File: src/hdl/srsw_pkg.sv
// ----------------------------------------------------------------------------
// srsw_pkg: shared types and constants of the sender window
// Sizes, field widths, operation and status codes, and ring index helpers.
// ----------------------------------------------------------------------------
package srsw_pkg;

	// Window geometry and sequence number width.
	localparam int WINDOW_DEPTH = 16;
	localparam int SEQ_BITS     = 8;

	// Fixed field widths of the words on the ports.
	localparam int OP_W   = 2;
	localparam int ST_W   = 2;
	localparam int SEQF_W = 8;
	localparam int TAG_W  = 16;
	localparam int CFG_W  = 5;
	localparam int CNTF_W = 5;

	// Derived widths.
	localparam int IDX_W  = (WINDOW_DEPTH > 1) ? $clog2(WINDOW_DEPTH) : 1;
	localparam int SUM_W  = IDX_W + 1;
	localparam int OCC_W  = $clog2(WINDOW_DEPTH + 1);
	localparam int CMP_W  = (OCC_W > CFG_W) ? OCC_W : CFG_W;
	localparam int DIST_W = (SEQ_BITS > OCC_W) ? SEQ_BITS : OCC_W;
	localparam int SEQW_W = (SEQ_BITS > SEQF_W) ? SEQ_BITS : SEQF_W;

	localparam logic [CFG_W-1:0] WINDOW_SIZE_RESET = CFG_W'(4);

	// Operation codes of a command word.
	typedef enum logic [OP_W-1:0] {
		OP_SEND    = 2'd0,
		OP_ACK     = 2'd1,
		OP_TIMEOUT = 2'd2
	} op_t;

	// Status codes of a result word.
	typedef enum logic [ST_W-1:0] {
		ST_DONE     = 2'd0,
		ST_FULL     = 2'd1,
		ST_ACK_MISS = 2'd2,
		ST_TO_MISS  = 2'd3
	} status_t;

	// One ring entry as held in the entry RAM.
	typedef struct packed {
		logic [TAG_W-1:0] tag;
		logic             waiting;
	} entry_t;

	// One result word from the core to the output register.
	typedef struct packed {
		status_t           status;
		logic [SEQF_W-1:0] assigned_seq;
		logic              stop_timer;
		logic              start_timer;
		logic [SEQF_W-1:0] timer_seq;
		logic              resend;
		logic [TAG_W-1:0]  resend_tag;
		logic              window_full;
		logic [CNTF_W-1:0] waiting_count;
		logic [SEQF_W-1:0] base_seq_out;
	} result_t;

	// Ring index of a head plus an offset below twice the depth.
	function automatic logic [IDX_W-1:0] slot_wrap(input logic [SUM_W-1:0] sum);
		logic [SUM_W-1:0] r;
		r = sum;
		if (sum >= SUM_W'(WINDOW_DEPTH)) begin
			r = sum - SUM_W'(WINDOW_DEPTH);
		end
		return r[IDX_W-1:0];
	endfunction

	// Effective window limit: the register value capped at the depth.
	function automatic logic [CMP_W-1:0] window_limit(input logic [CFG_W-1:0] size);
		logic [CMP_W-1:0] r;
		r = CMP_W'(size);
		if (r > CMP_W'(WINDOW_DEPTH)) begin
			r = CMP_W'(WINDOW_DEPTH);
		end
		return r;
	endfunction

endpackage

File: src/hdl/srsw_if.sv
// ----------------------------------------------------------------------------
// srsw_if: handshake channels of the sender window
// Command, result and configuration channels with source and sink modports.
// ----------------------------------------------------------------------------

// Command channel: one word per send, ack or timeout.
interface srsw_cmd_if;
	import srsw_pkg::*;
	logic              valid;
	logic              ready;
	logic [OP_W-1:0]   operation;
	logic [SEQF_W-1:0] seq_number;
	logic [TAG_W-1:0]  packet_tag;
	modport source(output valid, operation, seq_number, packet_tag, input ready);
	modport sink(input valid, operation, seq_number, packet_tag, output ready);
endinterface

// Result channel: one word per command.
interface srsw_res_if;
	import srsw_pkg::*;
	logic              valid;
	logic              ready;
	logic [ST_W-1:0]   status;
	logic [SEQF_W-1:0] assigned_seq;
	logic              stop_timer;
	logic              start_timer;
	logic [SEQF_W-1:0] timer_seq;
	logic              resend;
	logic [TAG_W-1:0]  resend_tag;
	logic              window_full;
	logic [CNTF_W-1:0] waiting_count;
	logic [SEQF_W-1:0] base_seq_out;
	modport source(output valid, status, assigned_seq, stop_timer, start_timer, timer_seq,
		resend, resend_tag, window_full, waiting_count, base_seq_out, input ready);
	modport sink(input valid, status, assigned_seq, stop_timer, start_timer, timer_seq,
		resend, resend_tag, window_full, waiting_count, base_seq_out, output ready);
endinterface

// Configuration channel: writes the window size register.
interface srsw_cfg_if;
	import srsw_pkg::*;
	logic             valid;
	logic             ready;
	logic [CFG_W-1:0] window_size;
	modport source(output valid, window_size, input ready);
	modport sink(input valid, window_size, output ready);
endinterface

File: src/hdl/selective_repeat_sender_window_top.sv
// ----------------------------------------------------------------------------
// selective_repeat_sender_window_top: selective-repeat sender window
// Entry RAM, window sequencer, window size register and output register.
// ----------------------------------------------------------------------------
// The block takes one command word at a time and returns one result word for
// it. Every command is decoded first; a matched ack or timeout then reads its
// entry from the RAM, and every ack then slides the window, the single read
// port of the entry RAM walking the ring one entry a cycle past the acked
// entries at the head, up to WINDOW_DEPTH of them. A new command is taken
// once the previous result has moved into the output register, so the output
// may be held while the next command is already at work. Entry flags are only
// read for occupied entries, so no clearing pass runs after reset.
module selective_repeat_sender_window_top (
	input logic      clk,
	input logic      arst_n,
	srsw_cmd_if.sink cmd,
	srsw_res_if.source res,
	srsw_cfg_if.sink cfg
);
	import srsw_pkg::*;

	logic [CFG_W-1:0] window_size_q;
	logic             out_valid_q;
	result_t          out_q;

	logic             rslt_valid;
	logic             rslt_ready;
	result_t          rslt;
	logic             ram_we;
	logic [IDX_W-1:0] ram_waddr;
	entry_t           ram_wdata;
	logic             ram_re;
	logic [IDX_W-1:0] ram_raddr;
	entry_t           ram_rdata;

	// Entry RAM: packet tag and waiting flag of each ring slot.
	srsw_ram #(
		.WIDTH($bits(entry_t)),
		.DEPTH(WINDOW_DEPTH)
	) u_ram (
		.clk  (clk),
		.we   (ram_we),
		.waddr(ram_waddr),
		.wdata(ram_wdata),
		.re   (ram_re),
		.raddr(ram_raddr),
		.rdata(ram_rdata)
	);

	// Window sequencer.
	srsw_core u_core (
		.clk        (clk),
		.arst_n     (arst_n),
		.cmd        (cmd),
		.window_size(window_size_q),
		.rslt_valid (rslt_valid),
		.rslt_ready (rslt_ready),
		.rslt       (rslt),
		.ram_we     (ram_we),
		.ram_waddr  (ram_waddr),
		.ram_wdata  (ram_wdata),
		.ram_re     (ram_re),
		.ram_raddr  (ram_raddr),
		.ram_rdata  (ram_rdata)
	);

	// Window size register.
	assign cfg.ready = 1'b1;
	always_ff @(posedge clk or negedge arst_n) begin
		if (!arst_n) begin
			window_size_q <= WINDOW_SIZE_RESET;
		end else if (cfg.valid && cfg.ready) begin
			window_size_q <= cfg.window_size;
		end
	end

	// Output register between the sequencer and the result channel.
	assign rslt_ready = !out_valid_q || res.ready;
	always_ff @(posedge clk or negedge arst_n) begin
		if (!arst_n) begin
			out_valid_q <= 1'b0;
		end else if (rslt_ready) begin
			out_valid_q <= rslt_valid;
		end
	end

	always_ff @(posedge clk) begin
		if (rslt_ready && rslt_valid) begin
			out_q <= rslt;
		end
	end

	assign res.valid         = out_valid_q;
	assign res.status        = out_q.status;
	assign res.assigned_seq  = out_q.assigned_seq;
	assign res.stop_timer    = out_q.stop_timer;
	assign res.start_timer   = out_q.start_timer;
	assign res.timer_seq     = out_q.timer_seq;
	assign res.resend        = out_q.resend;
	assign res.resend_tag    = out_q.resend_tag;
	assign res.window_full   = out_q.window_full;
	assign res.waiting_count = out_q.waiting_count;
	assign res.base_seq_out  = out_q.base_seq_out;

`ifndef ASSERT_OFF
	// A refused send leaves the window full.
	a_full_refusal: assert property (@(posedge clk) disable iff (!arst_n)
		res.valid && (res.status == ST_FULL) |-> res.window_full)
		else $error("send refused while window not full");

	// A resend always comes with a timer restart.
	a_resend_timer: assert property (@(posedge clk) disable iff (!arst_n)
		res.valid && res.resend |-> res.start_timer && res.stop_timer)
		else $error("resend without timer restart");

	// The waiting count never exceeds the window depth.
	a_wait_bound: assert property (@(posedge clk) disable iff (!arst_n)
		res.valid |-> (res.waiting_count <= CNTF_W'(WINDOW_DEPTH)))
		else $error("waiting count above window depth");

	// An accepted command keeps the block busy in the next cycle.
	a_busy_after_accept: assert property (@(posedge clk) disable iff (!arst_n)
		cmd.valid && cmd.ready |=> !cmd.ready)
		else $error("command accepted while busy");
`endif

endmodule

File: src/hdl/srsw_ram.sv
// ----------------------------------------------------------------------------
// srsw_ram: generic single-port-write, single-port-read synchronous RAM
// One write and one read per cycle; read data is registered.
// ----------------------------------------------------------------------------
module srsw_ram #(
	parameter int WIDTH = 8,
	parameter int DEPTH = 16
) (
	input  logic                                        clk,
	input  logic                                        we,
	input  logic [((DEPTH > 1) ? $clog2(DEPTH) : 1)-1:0] waddr,
	input  logic [WIDTH-1:0]                            wdata,
	input  logic                                        re,
	input  logic [((DEPTH > 1) ? $clog2(DEPTH) : 1)-1:0] raddr,
	output logic [WIDTH-1:0]                            rdata
);

	logic [WIDTH-1:0] mem_q [DEPTH];

	// Write port.
	always_ff @(posedge clk) begin
		if (we) begin
			mem_q[waddr] <= wdata;
		end
	end

	// Registered read port.
	always_ff @(posedge clk) begin
		if (re) begin
			rdata <= mem_q[raddr];
		end
	end

endmodule

File: src/hdl/srsw_core.sv
// ----------------------------------------------------------------------------
// srsw_core: window sequencer
// Holds the ring pointers and counters, and walks the entry RAM to append,
// match, clear and slide entries. One command is handled at a time.
// ----------------------------------------------------------------------------
module srsw_core (
	input  logic                                clk,
	input  logic                                arst_n,
	srsw_cmd_if.sink                            cmd,
	input  logic [srsw_pkg::CFG_W-1:0]          window_size,
	output logic                                rslt_valid,
	input  logic                                rslt_ready,
	output srsw_pkg::result_t                   rslt,
	output logic                                ram_we,
	output logic [srsw_pkg::IDX_W-1:0]          ram_waddr,
	output srsw_pkg::entry_t                    ram_wdata,
	output logic                                ram_re,
	output logic [srsw_pkg::IDX_W-1:0]          ram_raddr,
	input  srsw_pkg::entry_t                    ram_rdata
);
	import srsw_pkg::*;

	typedef enum logic [5:0] {
		S_IDLE       = 6'b000001,
		S_DECODE     = 6'b000010,
		S_MATCH      = 6'b000100,
		S_SLIDE      = 6'b001000,
		S_SLIDE_WAIT = 6'b010000,
		S_FINISH     = 6'b100000
	} state_t;

	state_t state_q;

	// Window state.
	logic [IDX_W-1:0]    head_q;
	logic [OCC_W-1:0]    occ_q;
	logic [OCC_W-1:0]    wait_cnt_q;
	logic [SEQ_BITS-1:0] base_q;
	logic [SEQ_BITS-1:0] next_q;

	// Command word under work and the matched slot.
	logic [OP_W-1:0]   op_q;
	logic [SEQF_W-1:0] seq_q;
	logic [TAG_W-1:0]  tag_q;
	logic [IDX_W-1:0]  slot_q;

	// Per-command result fields.
	status_t           status_q;
	logic [SEQF_W-1:0] assigned_q;
	logic              stop_q;
	logic              start_q;
	logic [SEQF_W-1:0] tseq_q;
	logic              resend_q;
	logic [TAG_W-1:0]  rtag_q;

	logic              cmd_fire;
	logic              full;
	logic [SEQW_W-1:0] seq_wide;
	logic              seq_ok;
	logic [SEQ_BITS-1:0] seq_offset;
	logic              hit;
	logic [IDX_W-1:0]  append_slot;
	logic [IDX_W-1:0]  hit_slot;
	logic [IDX_W-1:0]  head_next;
	logic              pop;

	assign cmd.ready = (state_q == S_IDLE);
	assign cmd_fire  = cmd.valid && cmd.ready;

	// Occupied entries carry consecutive sequence numbers from the base, so the
	// first entry holding a number sits at its distance from the base.
	assign full        = CMP_W'(occ_q) >= window_limit(window_size);
	assign seq_wide    = SEQW_W'(seq_q);
	assign seq_ok      = (seq_wide >> SEQ_BITS) == '0;
	assign seq_offset  = SEQ_BITS'(seq_wide) - base_q;
	assign hit         = seq_ok && (DIST_W'(seq_offset) < DIST_W'(occ_q));
	assign append_slot = slot_wrap(SUM_W'(head_q) + SUM_W'(occ_q));
	assign hit_slot    = slot_wrap(SUM_W'(head_q) + SUM_W'(seq_offset));
	assign head_next   = slot_wrap(SUM_W'(head_q) + SUM_W'(1));
	assign pop         = (state_q == S_SLIDE_WAIT) && !ram_rdata.waiting;

	// RAM accesses. A write and a read of the same entry never fall in the same
	// cycle: the ack clear is written in the cycle before the slide reads the head.
	always_comb begin
		ram_we    = 1'b0;
		ram_waddr = append_slot;
		ram_wdata = '{tag: tag_q, waiting: 1'b1};
		ram_re    = 1'b0;
		ram_raddr = head_q;
		case (state_q)
			S_DECODE: begin
				if (op_q == OP_SEND) begin
					ram_we = !full;
				end else if ((op_q == OP_ACK || op_q == OP_TIMEOUT) && hit) begin
					ram_re    = 1'b1;
					ram_raddr = hit_slot;
				end
			end
			S_MATCH: begin
				ram_waddr = slot_q;
				ram_wdata = '{tag: ram_rdata.tag, waiting: 1'b0};
				ram_we    = (op_q == OP_ACK) && ram_rdata.waiting;
			end
			S_SLIDE: begin
				ram_re = (occ_q != '0);
			end
			S_SLIDE_WAIT: begin
				ram_raddr = head_next;
				ram_re    = pop && (occ_q > OCC_W'(1));
			end
			default: begin
			end
		endcase
	end

	// Sequencer and window state.
	always_ff @(posedge clk or negedge arst_n) begin
		if (!arst_n) begin
			state_q    <= S_IDLE;
			head_q     <= '0;
			occ_q      <= '0;
			wait_cnt_q <= '0;
			base_q     <= '0;
			next_q     <= '0;
		end else begin
			case (state_q)
				S_IDLE: begin
					if (cmd_fire) begin
						state_q <= S_DECODE;
					end
				end
				S_DECODE: begin
					case (op_q)
						OP_SEND: begin
							if (!full) begin
								occ_q      <= occ_q + OCC_W'(1);
								wait_cnt_q <= wait_cnt_q + OCC_W'(1);
								next_q     <= next_q + SEQ_BITS'(1);
							end
							state_q <= S_FINISH;
						end
						OP_ACK: begin
							state_q <= hit ? S_MATCH : S_SLIDE;
						end
						OP_TIMEOUT: begin
							state_q <= hit ? S_MATCH : S_FINISH;
						end
						default: begin
							state_q <= S_FINISH;
						end
					endcase
				end
				S_MATCH: begin
					if (op_q == OP_ACK) begin
						if (ram_rdata.waiting) begin
							wait_cnt_q <= wait_cnt_q - OCC_W'(1);
						end
						state_q <= S_SLIDE;
					end else begin
						state_q <= S_FINISH;
					end
				end
				S_SLIDE: begin
					state_q <= (occ_q != '0) ? S_SLIDE_WAIT : S_FINISH;
				end
				S_SLIDE_WAIT: begin
					if (pop) begin
						head_q <= head_next;
						occ_q  <= occ_q - OCC_W'(1);
						base_q <= base_q + SEQ_BITS'(1);
						if (occ_q == OCC_W'(1)) begin
							state_q <= S_FINISH;
						end
					end else begin
						state_q <= S_FINISH;
					end
				end
				S_FINISH: begin
					if (rslt_ready) begin
						state_q <= S_IDLE;
					end
				end
				default: begin
					state_q <= S_IDLE;
				end
			endcase
		end
	end

	// Command capture and result fields.
	always_ff @(posedge clk) begin
		if (cmd_fire) begin
			op_q       <= cmd.operation;
			seq_q      <= cmd.seq_number;
			tag_q      <= cmd.packet_tag;
			status_q   <= ST_DONE;
			assigned_q <= '0;
			stop_q     <= 1'b0;
			start_q    <= 1'b0;
			tseq_q     <= '0;
			resend_q   <= 1'b0;
			rtag_q     <= '0;
		end
		if (state_q == S_DECODE) begin
			slot_q <= hit_slot;
			case (op_q)
				OP_SEND: begin
					if (full) begin
						status_q <= ST_FULL;
					end else begin
						assigned_q <= SEQF_W'(next_q);
					end
				end
				OP_ACK: begin
					if (!hit) begin
						status_q <= ST_ACK_MISS;
					end
				end
				OP_TIMEOUT: begin
					if (!hit) begin
						status_q <= ST_TO_MISS;
					end
				end
				default: begin
				end
			endcase
		end
		if (state_q == S_MATCH) begin
			stop_q <= 1'b1;
			tseq_q <= seq_q;
			if (op_q == OP_TIMEOUT) begin
				start_q  <= 1'b1;
				resend_q <= 1'b1;
				rtag_q   <= ram_rdata.tag;
			end
		end
	end

	// Result word, offered once the command is finished.
	assign rslt_valid = (state_q == S_FINISH);
	always_comb begin
		rslt.status        = status_q;
		rslt.assigned_seq  = assigned_q;
		rslt.stop_timer    = stop_q;
		rslt.start_timer   = start_q;
		rslt.timer_seq     = tseq_q;
		rslt.resend        = resend_q;
		rslt.resend_tag    = rtag_q;
		rslt.window_full   = full;
		rslt.waiting_count = CNTF_W'(wait_cnt_q);
		rslt.base_seq_out  = SEQF_W'(base_q);
	end

endmodule

File: src/flat_wrapper.sv
// flat-port wrapper written by rule: the top's interface ports become plain ports
module selective_repeat_sender_window_top_flat import srsw_pkg::*;
  (clk, arst_n, cmd_valid, cmd_operation, cmd_seq_number, cmd_packet_tag, cmd_ready, res_valid, res_status, res_assigned_seq, res_stop_timer, res_start_timer, res_timer_seq, res_resend, res_resend_tag, res_window_full, res_waiting_count, res_base_seq_out, res_ready, cfg_valid, cfg_window_size, cfg_ready);
  srsw_cmd_if cmd_i ();
  srsw_res_if res_i ();
  srsw_cfg_if cfg_i ();
  input logic clk;
  input logic arst_n;
  input wire logic [$bits(cmd_i.valid)-1:0] cmd_valid;
  input wire logic [$bits(cmd_i.operation)-1:0] cmd_operation;
  input wire logic [$bits(cmd_i.seq_number)-1:0] cmd_seq_number;
  input wire logic [$bits(cmd_i.packet_tag)-1:0] cmd_packet_tag;
  output wire logic [$bits(cmd_i.ready)-1:0] cmd_ready;
  output wire logic [$bits(res_i.valid)-1:0] res_valid;
  output wire logic [$bits(res_i.status)-1:0] res_status;
  output wire logic [$bits(res_i.assigned_seq)-1:0] res_assigned_seq;
  output wire logic [$bits(res_i.stop_timer)-1:0] res_stop_timer;
  output wire logic [$bits(res_i.start_timer)-1:0] res_start_timer;
  output wire logic [$bits(res_i.timer_seq)-1:0] res_timer_seq;
  output wire logic [$bits(res_i.resend)-1:0] res_resend;
  output wire logic [$bits(res_i.resend_tag)-1:0] res_resend_tag;
  output wire logic [$bits(res_i.window_full)-1:0] res_window_full;
  output wire logic [$bits(res_i.waiting_count)-1:0] res_waiting_count;
  output wire logic [$bits(res_i.base_seq_out)-1:0] res_base_seq_out;
  input wire logic [$bits(res_i.ready)-1:0] res_ready;
  input wire logic [$bits(cfg_i.valid)-1:0] cfg_valid;
  input wire logic [$bits(cfg_i.window_size)-1:0] cfg_window_size;
  output wire logic [$bits(cfg_i.ready)-1:0] cfg_ready;
  assign cmd_i.valid = cmd_valid;
  assign cmd_i.operation = cmd_operation;
  assign cmd_i.seq_number = cmd_seq_number;
  assign cmd_i.packet_tag = cmd_packet_tag;
  assign cmd_ready = cmd_i.ready;
  assign res_valid = res_i.valid;
  assign res_status = res_i.status;
  assign res_assigned_seq = res_i.assigned_seq;
  assign res_stop_timer = res_i.stop_timer;
  assign res_start_timer = res_i.start_timer;
  assign res_timer_seq = res_i.timer_seq;
  assign res_resend = res_i.resend;
  assign res_resend_tag = res_i.resend_tag;
  assign res_window_full = res_i.window_full;
  assign res_waiting_count = res_i.waiting_count;
  assign res_base_seq_out = res_i.base_seq_out;
  assign res_i.ready = res_ready;
  assign cfg_i.valid = cfg_valid;
  assign cfg_i.window_size = cfg_window_size;
  assign cfg_ready = cfg_i.ready;
  selective_repeat_sender_window_top u_core (.clk(clk), .arst_n(arst_n), .cmd(cmd_i), .res(res_i), .cfg(cfg_i));
endmodule
File: config.mk
export PLATFORM = sky130hd
export DESIGN_NAME = selective_repeat_sender_window_top_flat
export DESIGN_NICKNAME = d
export VERILOG_FILES = /design/src/hdl/srsw_pkg.sv /design/src/hdl/srsw_if.sv /design/src/hdl/selective_repeat_sender_window_top.sv /design/src/hdl/srsw_ram.sv /design/src/hdl/srsw_core.sv /design/src/flat_wrapper.sv
export SDC_FILE = /design/constraint.sdc
export NUM_CORES = 1
export LEC_CHECK = 0
export BUFFER_PORTS_ARGS = -buffer_cell sky130_fd_sc_hd__buf_2
export CAP_MARGIN = 5
export CORE_MARGIN = 2
export CORE_UTILIZATION = 40
export DETAILED_ROUTE_END_ITERATION = 8
export GPL_TIMING_DRIVEN = 0
export PLACE_DENSITY = 0.54
export RECOVER_POWER = 100
export SLEW_MARGIN = 20
export SYNTH_ARGS = -nofsm -noshare
export SYNTH_HDL_FRONTEND = slang
export SYNTH_SLANG_ARGS = --single-unit
File: constraint.sdc
create_clock -name clk -period 6.3 [get_ports clk]
set_input_delay 0.63 -clock clk [delete_from_list [all_inputs] [get_ports clk]]
set_output_delay 0.63 -clock clk [all_outputs]
set_load 0.02 [all_outputs]
[After elaboration in Yosys (flattened, before gate mapping)]
Memory sizes are Yosys's and may differ from the RTL's. A register that Yosys moved wholly into a read port is not among the register bits.
Cells that the tools add are included.
W data, S select, Z words.
Cells by class
  add/subtract/negate cells: 13
  eq/ne operators: 17
  muxes and demuxes: 56
  $lt $le $gt $ge: 7
  reduce and logical (&&, ||, !) cells: 21
  bitwise gates (word level): 1
Operators by type and width (count)
  $mux W16: 3
  $mux W8: 6
  $mux W6: 7
  $mux W5: 8
  $pmux W6 S6: 1
  $mux W4: 7
  $pmux W5 S2: 2
  $mux W17: 1
  $add A8 B1 Y8 const B: 2
  $ge A5 B5 Y1 const B: 3
  $pmux W6 S2: 1
  $sub A4 B1 Y4 const B: 3
  $mux W1: 11
  $add A4 B5 Y5: 2
  $add A5 B1 Y5 const B: 2
  $mux W2: 5
  $ne A2 B2 Y1 const B: 5
  $sub A5 B1 Y5 const B: 2
  $lt A8 B5 Y1: 1
  $pmux W4 S2: 1
  $sub A8 B8 Y8: 1
  $eq A6 B1 Y1 const B: 1
  $eq A6 B2 Y1 const B: 1
  $eq A6 B3 Y1 const B: 1
  other kinds (26): 38
Storage, ports and cells
  output and inout bits: 54
  RAM bits: 272
  logic and storage cells: 145
  bits of input ports: 36
  memories kept: 1
  flip-flop bits (word level): 160
Memory list
  u_core.u_ram.mem_q: depth 16, width 17, read ports 1, clocked after Yosys merged registers in 1, wr ports 1, line srsw_ram.sv:18  | logic [WIDTH-1:0] mem_q [DEPTH];

[Logic depth before layout (Yosys ltp)]
  depth after elaboration: 8
  depth in mapped cells: 19
  gate-level depth less buffers: 16

[By module]
Synthesis repeated with hierarchy kept, for this count alone.
Unflattened totals
  cells, all modules: 1056
  area, all modules: 18002.3 µm²
By module, submodules not included
  srsw_ram: sequential area each 8678.3 µm², area an instance 10807.9 µm², instances 1, cells an instance 458
  srsw_core: sequential area each 2623.8 µm², area an instance 5425.2 µm², instances 1, cells an instance 531
  selective_repeat_sender_window_top: sequential area each 1682.9 µm², area an instance 1769.2 µm², instances 1, cells an instance 67

[Worst setup path before layout]
Ideal clock, no wire load.
  path kind: reg2reg
  start point: register u_core.u_core.base_q[0]
  end point: register u_core.u_ram.rdata[10], read port of u_core.u_ram.mem_q, data pin
  library setup time: 272 ps
  path buffers: 3
  data arrival time: 4654 ps
  stages on the path, launching flop included: 19
  period minus slack after synthesis: 4925 ps
  setup slack: 1375 ps
  required time: 6028 ps
  cells stage by stage: dfrtp_1 ha_1 inv_1 fa_1 a21o_1 a21oi_1 xnor2_1 ha_1 or4_1 a2111o_1 nor4_2 a21oi_1 a211oi_1 buf_2 buf_6 buf_2 mux2i_1 o22ai_1 or4_1
Between the ends
  longest elaborated chain between the ends: 7
  elaborated cells on any way between the ends: 13
  classes of those cells: 3 x add/sub; 2 x order compare; 7 x mux; 1 x reduce/logical
Ends and longest elaborated chain
  from (decl): line srsw_core.sv:38  | logic [SEQ_BITS-1:0] base_q;
  from (signal assigned): line srsw_core.sv:170  | base_q <= base_q + SEQ_BITS'(1);
  $sub A8 B8 Y8 (*): line srsw_core.sv:75  | assign seq_offset = SEQ_BITS'(seq_wide) - base_q;
  $add A4 B5 Y5: line srsw_core.sv:78  | assign hit_slot = slot_wrap(SUM_W'(head_q) + SUM_W'(seq_offset));
  $sub A4 B1 Y4 or $ge A5 B5 Y1 (tied branches): line srsw_pkg.sv:69, srsw_pkg.sv:68
  $mux W4: line srsw_pkg.sv:68  | if (sum >= SUM_W'(WINDOW_DEPTH)) begin
  $mux W4: line srsw_core.sv:94  | end else if ((op_q == OP_ACK || op_q == OP_TIMEOUT) && hit) begin
  $mux W4: line srsw_core.sv:92  | if (op_q == OP_SEND) begin
  $pmux W4 S2: line srsw_core.sv:90  | case (state_q)
  to (decl): line srsw_ram.sv:15  | output logic [WIDTH-1:0] rdata
Mark *: on every way between the ends. The rest lies on a longest branch, timed or not.
A chain may end at the register's enable or synchronous reset.

[Worst setup path after layout]
  start point: register u_core.u_core.base_q[0]
  end point: register u_core.u_ram.rdata[8], read port of u_core.u_ram.mem_q, data pin
The elaborated chain is that of the path after synthesis.

==> flow_summary.json <==
{
  "drive_above_1_share_pct": 9.490,
  "clk_latency_ps": 590,
  "worst_setup_path_end_kind": "flop",
  "clkSlewWorstSetupHoldPaths_ps": 60,
  "ys_seq_elements": 449,
  "synth_edf_count": 378,
  "grt_remaining_overflow": 0,
  "finalCritPeriodShare_pct": 94.13,
  "dp_hpwl_mm": 27.93,
  "peakVddDrop_mv": 0.2262,
  "swShare_pct": 26.10,
  "syn_area_per_cell_um2": 15.05,
  "antenna_found_initial": 0,
  "synth_xor_area_share_pct": 1.847,
  "grt_pass1_wl_mm": 60.44,
  "grt_usage_pct": 17.14,
  "fin_nets": 1428,
  "grt_pass1_vias": 9992,
  "cts_root_buf": "clkbuf_16",
  "power_density_mw_per_mm2": 343.2,
  "dr.first_iter.drc_count": 777,
  "diodes": 0,
  "via_count": 10113,
  "violations": "max-capacitance violations, max-slew violations",
  "synthFlopType": "edfxtp_1",
  "drt_wl_total_mm": 39.65,
  "cts_buffers": 48,
  "cts_buffer_depth": 3,
  "rows": 77,
  "relSlewSlack_pct": -68.14,
  "ant_nets": 0,
  "synth_cells": 1197,
  "ys_async_sr_fraction_pct": 9.354,
  "p_clk_share_pct": 37.4,
  "min_path_type": "primary input to flop",
  "reg2reg_from": "u_core.u_core.base_q[0]",
  "setup-tns-final_ps": 0,
  "p_sw_uw": 1853,
  "dr_wl_met3_mm": 2.221,
  "wl_met2_mm": 17.72,
  "yosysWarnings": 0,
  "setup_viol_count_final": 0,
  "syn_to_final_growth_pct": 14.83,
  "wl_met1_mm": 19.04,
  "ys_types": 59,
  "io_buffer_count": 88,
  "fmax_mhz": 168.6,
  "post_cts.repair.setup_buffers": 0,
  "critPathLaunchType": "flop",
  "synthAdderAreaFrac_pct": 2.945,
  "viasPerCell": 5.100,
  "syn_area_mm2": 0.01801,
  "arrival_ps": 6230,
  "hold_viol_final": 0,
  "synth_simple_gate_area_share_pct": 7.140,
  "crit_required_ps": 6600,
  "fp.coreArea_mm2": 0.04432,
  "tritoncts": "built",
  "ctsHoldBuffers": 0,
  "die_h_um": 216.2,
  "firstDrtPassIters": 5,
  "clock_sinks": 449,
  "p_leak_uw": 0.008106,
  "fp.dieW_um": 216.2,
  "io_pins": 90,
  "internal_power_uw": 5246,
  "rsz0062_at_grt": "no",
  "synthMuxAreaShare_pct": 7.980,
  "min-delay-start": "cmd_packet_tag[1]",
  "synth_fp_nets": 1273,
  "cp_max_fo": 10,
  "final_core_util_pct": 46.68,
  "p_comb_share_pct": 12.1,
  "die_area_mm2": 0.04675,
  "drv_cap": 4,
  "worstSetupPathType": "flop to flop",
  "drc": 0,
  "synth_compound_area_share_pct": 5.924,
  "seq_area_frac_synth_pct": 72.08,
  "worst_pin_slew_ps": 2522,
  "start_util_pct": 40.65,
  "top_layer": "met4",
  "synth_top_family_by_area": "multiplexers",
  "cp-startpoint": "u_core.u_core.base_q[0]",
  "grt_max_degree": 43,
  "p_seq_share_pct": 50.5,
  "fillerInstances": 3966,
  "period_needed_ps": 5930,
  "gp_congestion": 0.7664,
  "wl_per_cell_um": 19.99,
  "finalClockSkew_ps": 32.27,
  "status": "finished with violations",
  "slew_viol_final": 122,
  "h-tree-depth": 2
}
## placed cells by master, fill, tap and decap left out, drive strengths merged, types with 3 or more instances in the layout
master,netlist,final
and2,11,11
nor3,11,11
a21o,11,11
fa,4,4
buf,27,52
clkbuf,22,168
nor4,6,6
mux2,5,5
ha,36,36
dfrtp,40,40
inv,37,40
nand2,131,131
edfxtp,378,378
a211oi,5,5
xor2,11,11
a31oi,6,6
o21ai,42,42
nand4,9,9
dfxtp,29,29
mux2i,138,138
nand3,10,10
clkinv,0,18
nand2b,8,8
or4,19,19
nand3b,3,3
o21a,3,3
nor2,41,41
o22ai,69,69
nor2b,3,3
or3,9,9
xnor2,27,27
a21oi,21,21
## cell usage after synthesis (all sizes together), types with 10 or more instances
library cell | count | area, um^2
nor2 | 41 | 156.4
nand2 | 131 | 491.7
mux2i | 138 | 1381
dfxtp | 29 | 580.6
ha | 36 | 450.4
xor2 | 11 | 96.34
xnor2 | 27 | 236.5
clkbuf | 22 | 82.58
and2 | 11 | 68.82
o21ai | 42 | 210.2
inv | 37 | 138.9
o22ai | 69 | 431.7
a21o | 11 | 82.58
nand3 | 10 | 50.05
dfrtp | 40 | 1001
edfxtp | 378 | 11350
nor3 | 11 | 55.05
buf | 27 | 150.1
or4 | 19 | 146.4
a21oi | 21 | 105.1
## power groups by stage
stage               registers [uW]  clock network, uW  logic (uW)
floorplan                     3630                  0         539
global placement              3650                  0         841
detailed placement            3640                  0         882
CTS                           3580               2730         887
global route                  3600               2850         961
finish                        3590               2660         856
## timing repair
item,in CTS,in global routing
resized for setup,0,1
setup endpoints to repair,0,17
endpoints found under the hold margin,0,0
## worst max-delay path, stage by stage, from the launching register on
cell	delay, ps
dfrtp_1	510
ha_1	190
inv_1	50
fa_1	480
a21o_1	180
a21oi_1	230
xnor2_1	100
ha_1	210
or4_1	520
a2111o_1	460
or4_4	590
nor2_2	200
a311o_1	280
or3_1	170
clkbuf_2	250
clkbuf_1	460
o22ai_1	240
or4_1	520
## cells by family (layout without fill, tap and decap cells)
group / Yosys count / after routing
AOI/OAI and AO/OA: 172 / 172
buffers and inverters: 86 / 280
other: 1 / 1
adders and majority gates: 40 / 40
xor gates and xnor gates: 38 / 38
muxes: 143 / 143
and+or+nand+nor: 268 / 268
DFF: 449 / 449
## metal layers
layer  track usage (%)  vias to the layer above
met1             24.99                     4984
met2             26.53                      245
met4             4.361                        0
li1                  -                     4837
met5                 0                        -
met3             3.144                       47
## metrics by stage
| step | total power [uW] | worst slack [ps] | hold slack [ps] | instances | area, um^2 |
|---|---|---|---|---|---|
| 3_5_place_dp | 4524 | 122.7 | 404.5 | 1894 | 19470 |
| 2_1_floorplan | 4173 | 1375 | 334.4 | 1197 | 18010 |
| 3_3_place_gp | 4487 | 148.9 | 402.3 | 1877 | 19200 |
| 4_1_cts | 7198 | 125.2 | 183.6 | 1983 | 20960 |
| 6_report | 7099 | 369.6 | 218.0 | 1983 | 20690 |
| 5_1_grt | 7413 | 23.19 | 186.8 | 1983 | 20690 |
## final timing paths
kind | slack, ps | cells past startpoint | endpoint
max | 370 | 17 | u_core.u_ram.rdata[8]
min | 220 | 1 | u_core.u_core.tag_q[1]
max reg2reg | 370 | 17 | u_core.u_ram.rdata[8]
min reg2reg | 420 | 0 | u_core.res.timer_seq[7]
max in group asynchronous | 4030 | 1 | u_core.u_core.next_q[6]
min in group asynchronous | 810 | 1 | u_core.u_core.base_q[2]
## registers in the layout (all words and copies together) (netlist names), 16 cells and up
register and count:
u_core.res.resend_tag 16, u_core.u_core.rtag_q 16, u_core.u_core.tag_q 16, u_core.u_ram.mem_q 272, u_core.u_ram.rdata 17
## final cells by class
class / count / area [um^2] / share of cell area [%]
clock buffers: 66 / 1319 / 6.375
well taps: 592 / 740.7 / 3.581
clock inverters: 23 / 171.4 / 0.8286
flip-flops and latches: 449 / 12990 / 62.77
plain buffers: 49 / 232.7 / 1.125
repair buffers: 105 / 431.7 / 2.087
inverters: 37 / 138.9 / 0.6714
multi-input cells: 662 / 4667 / 22.56
(Power assumes the default switching activity.)
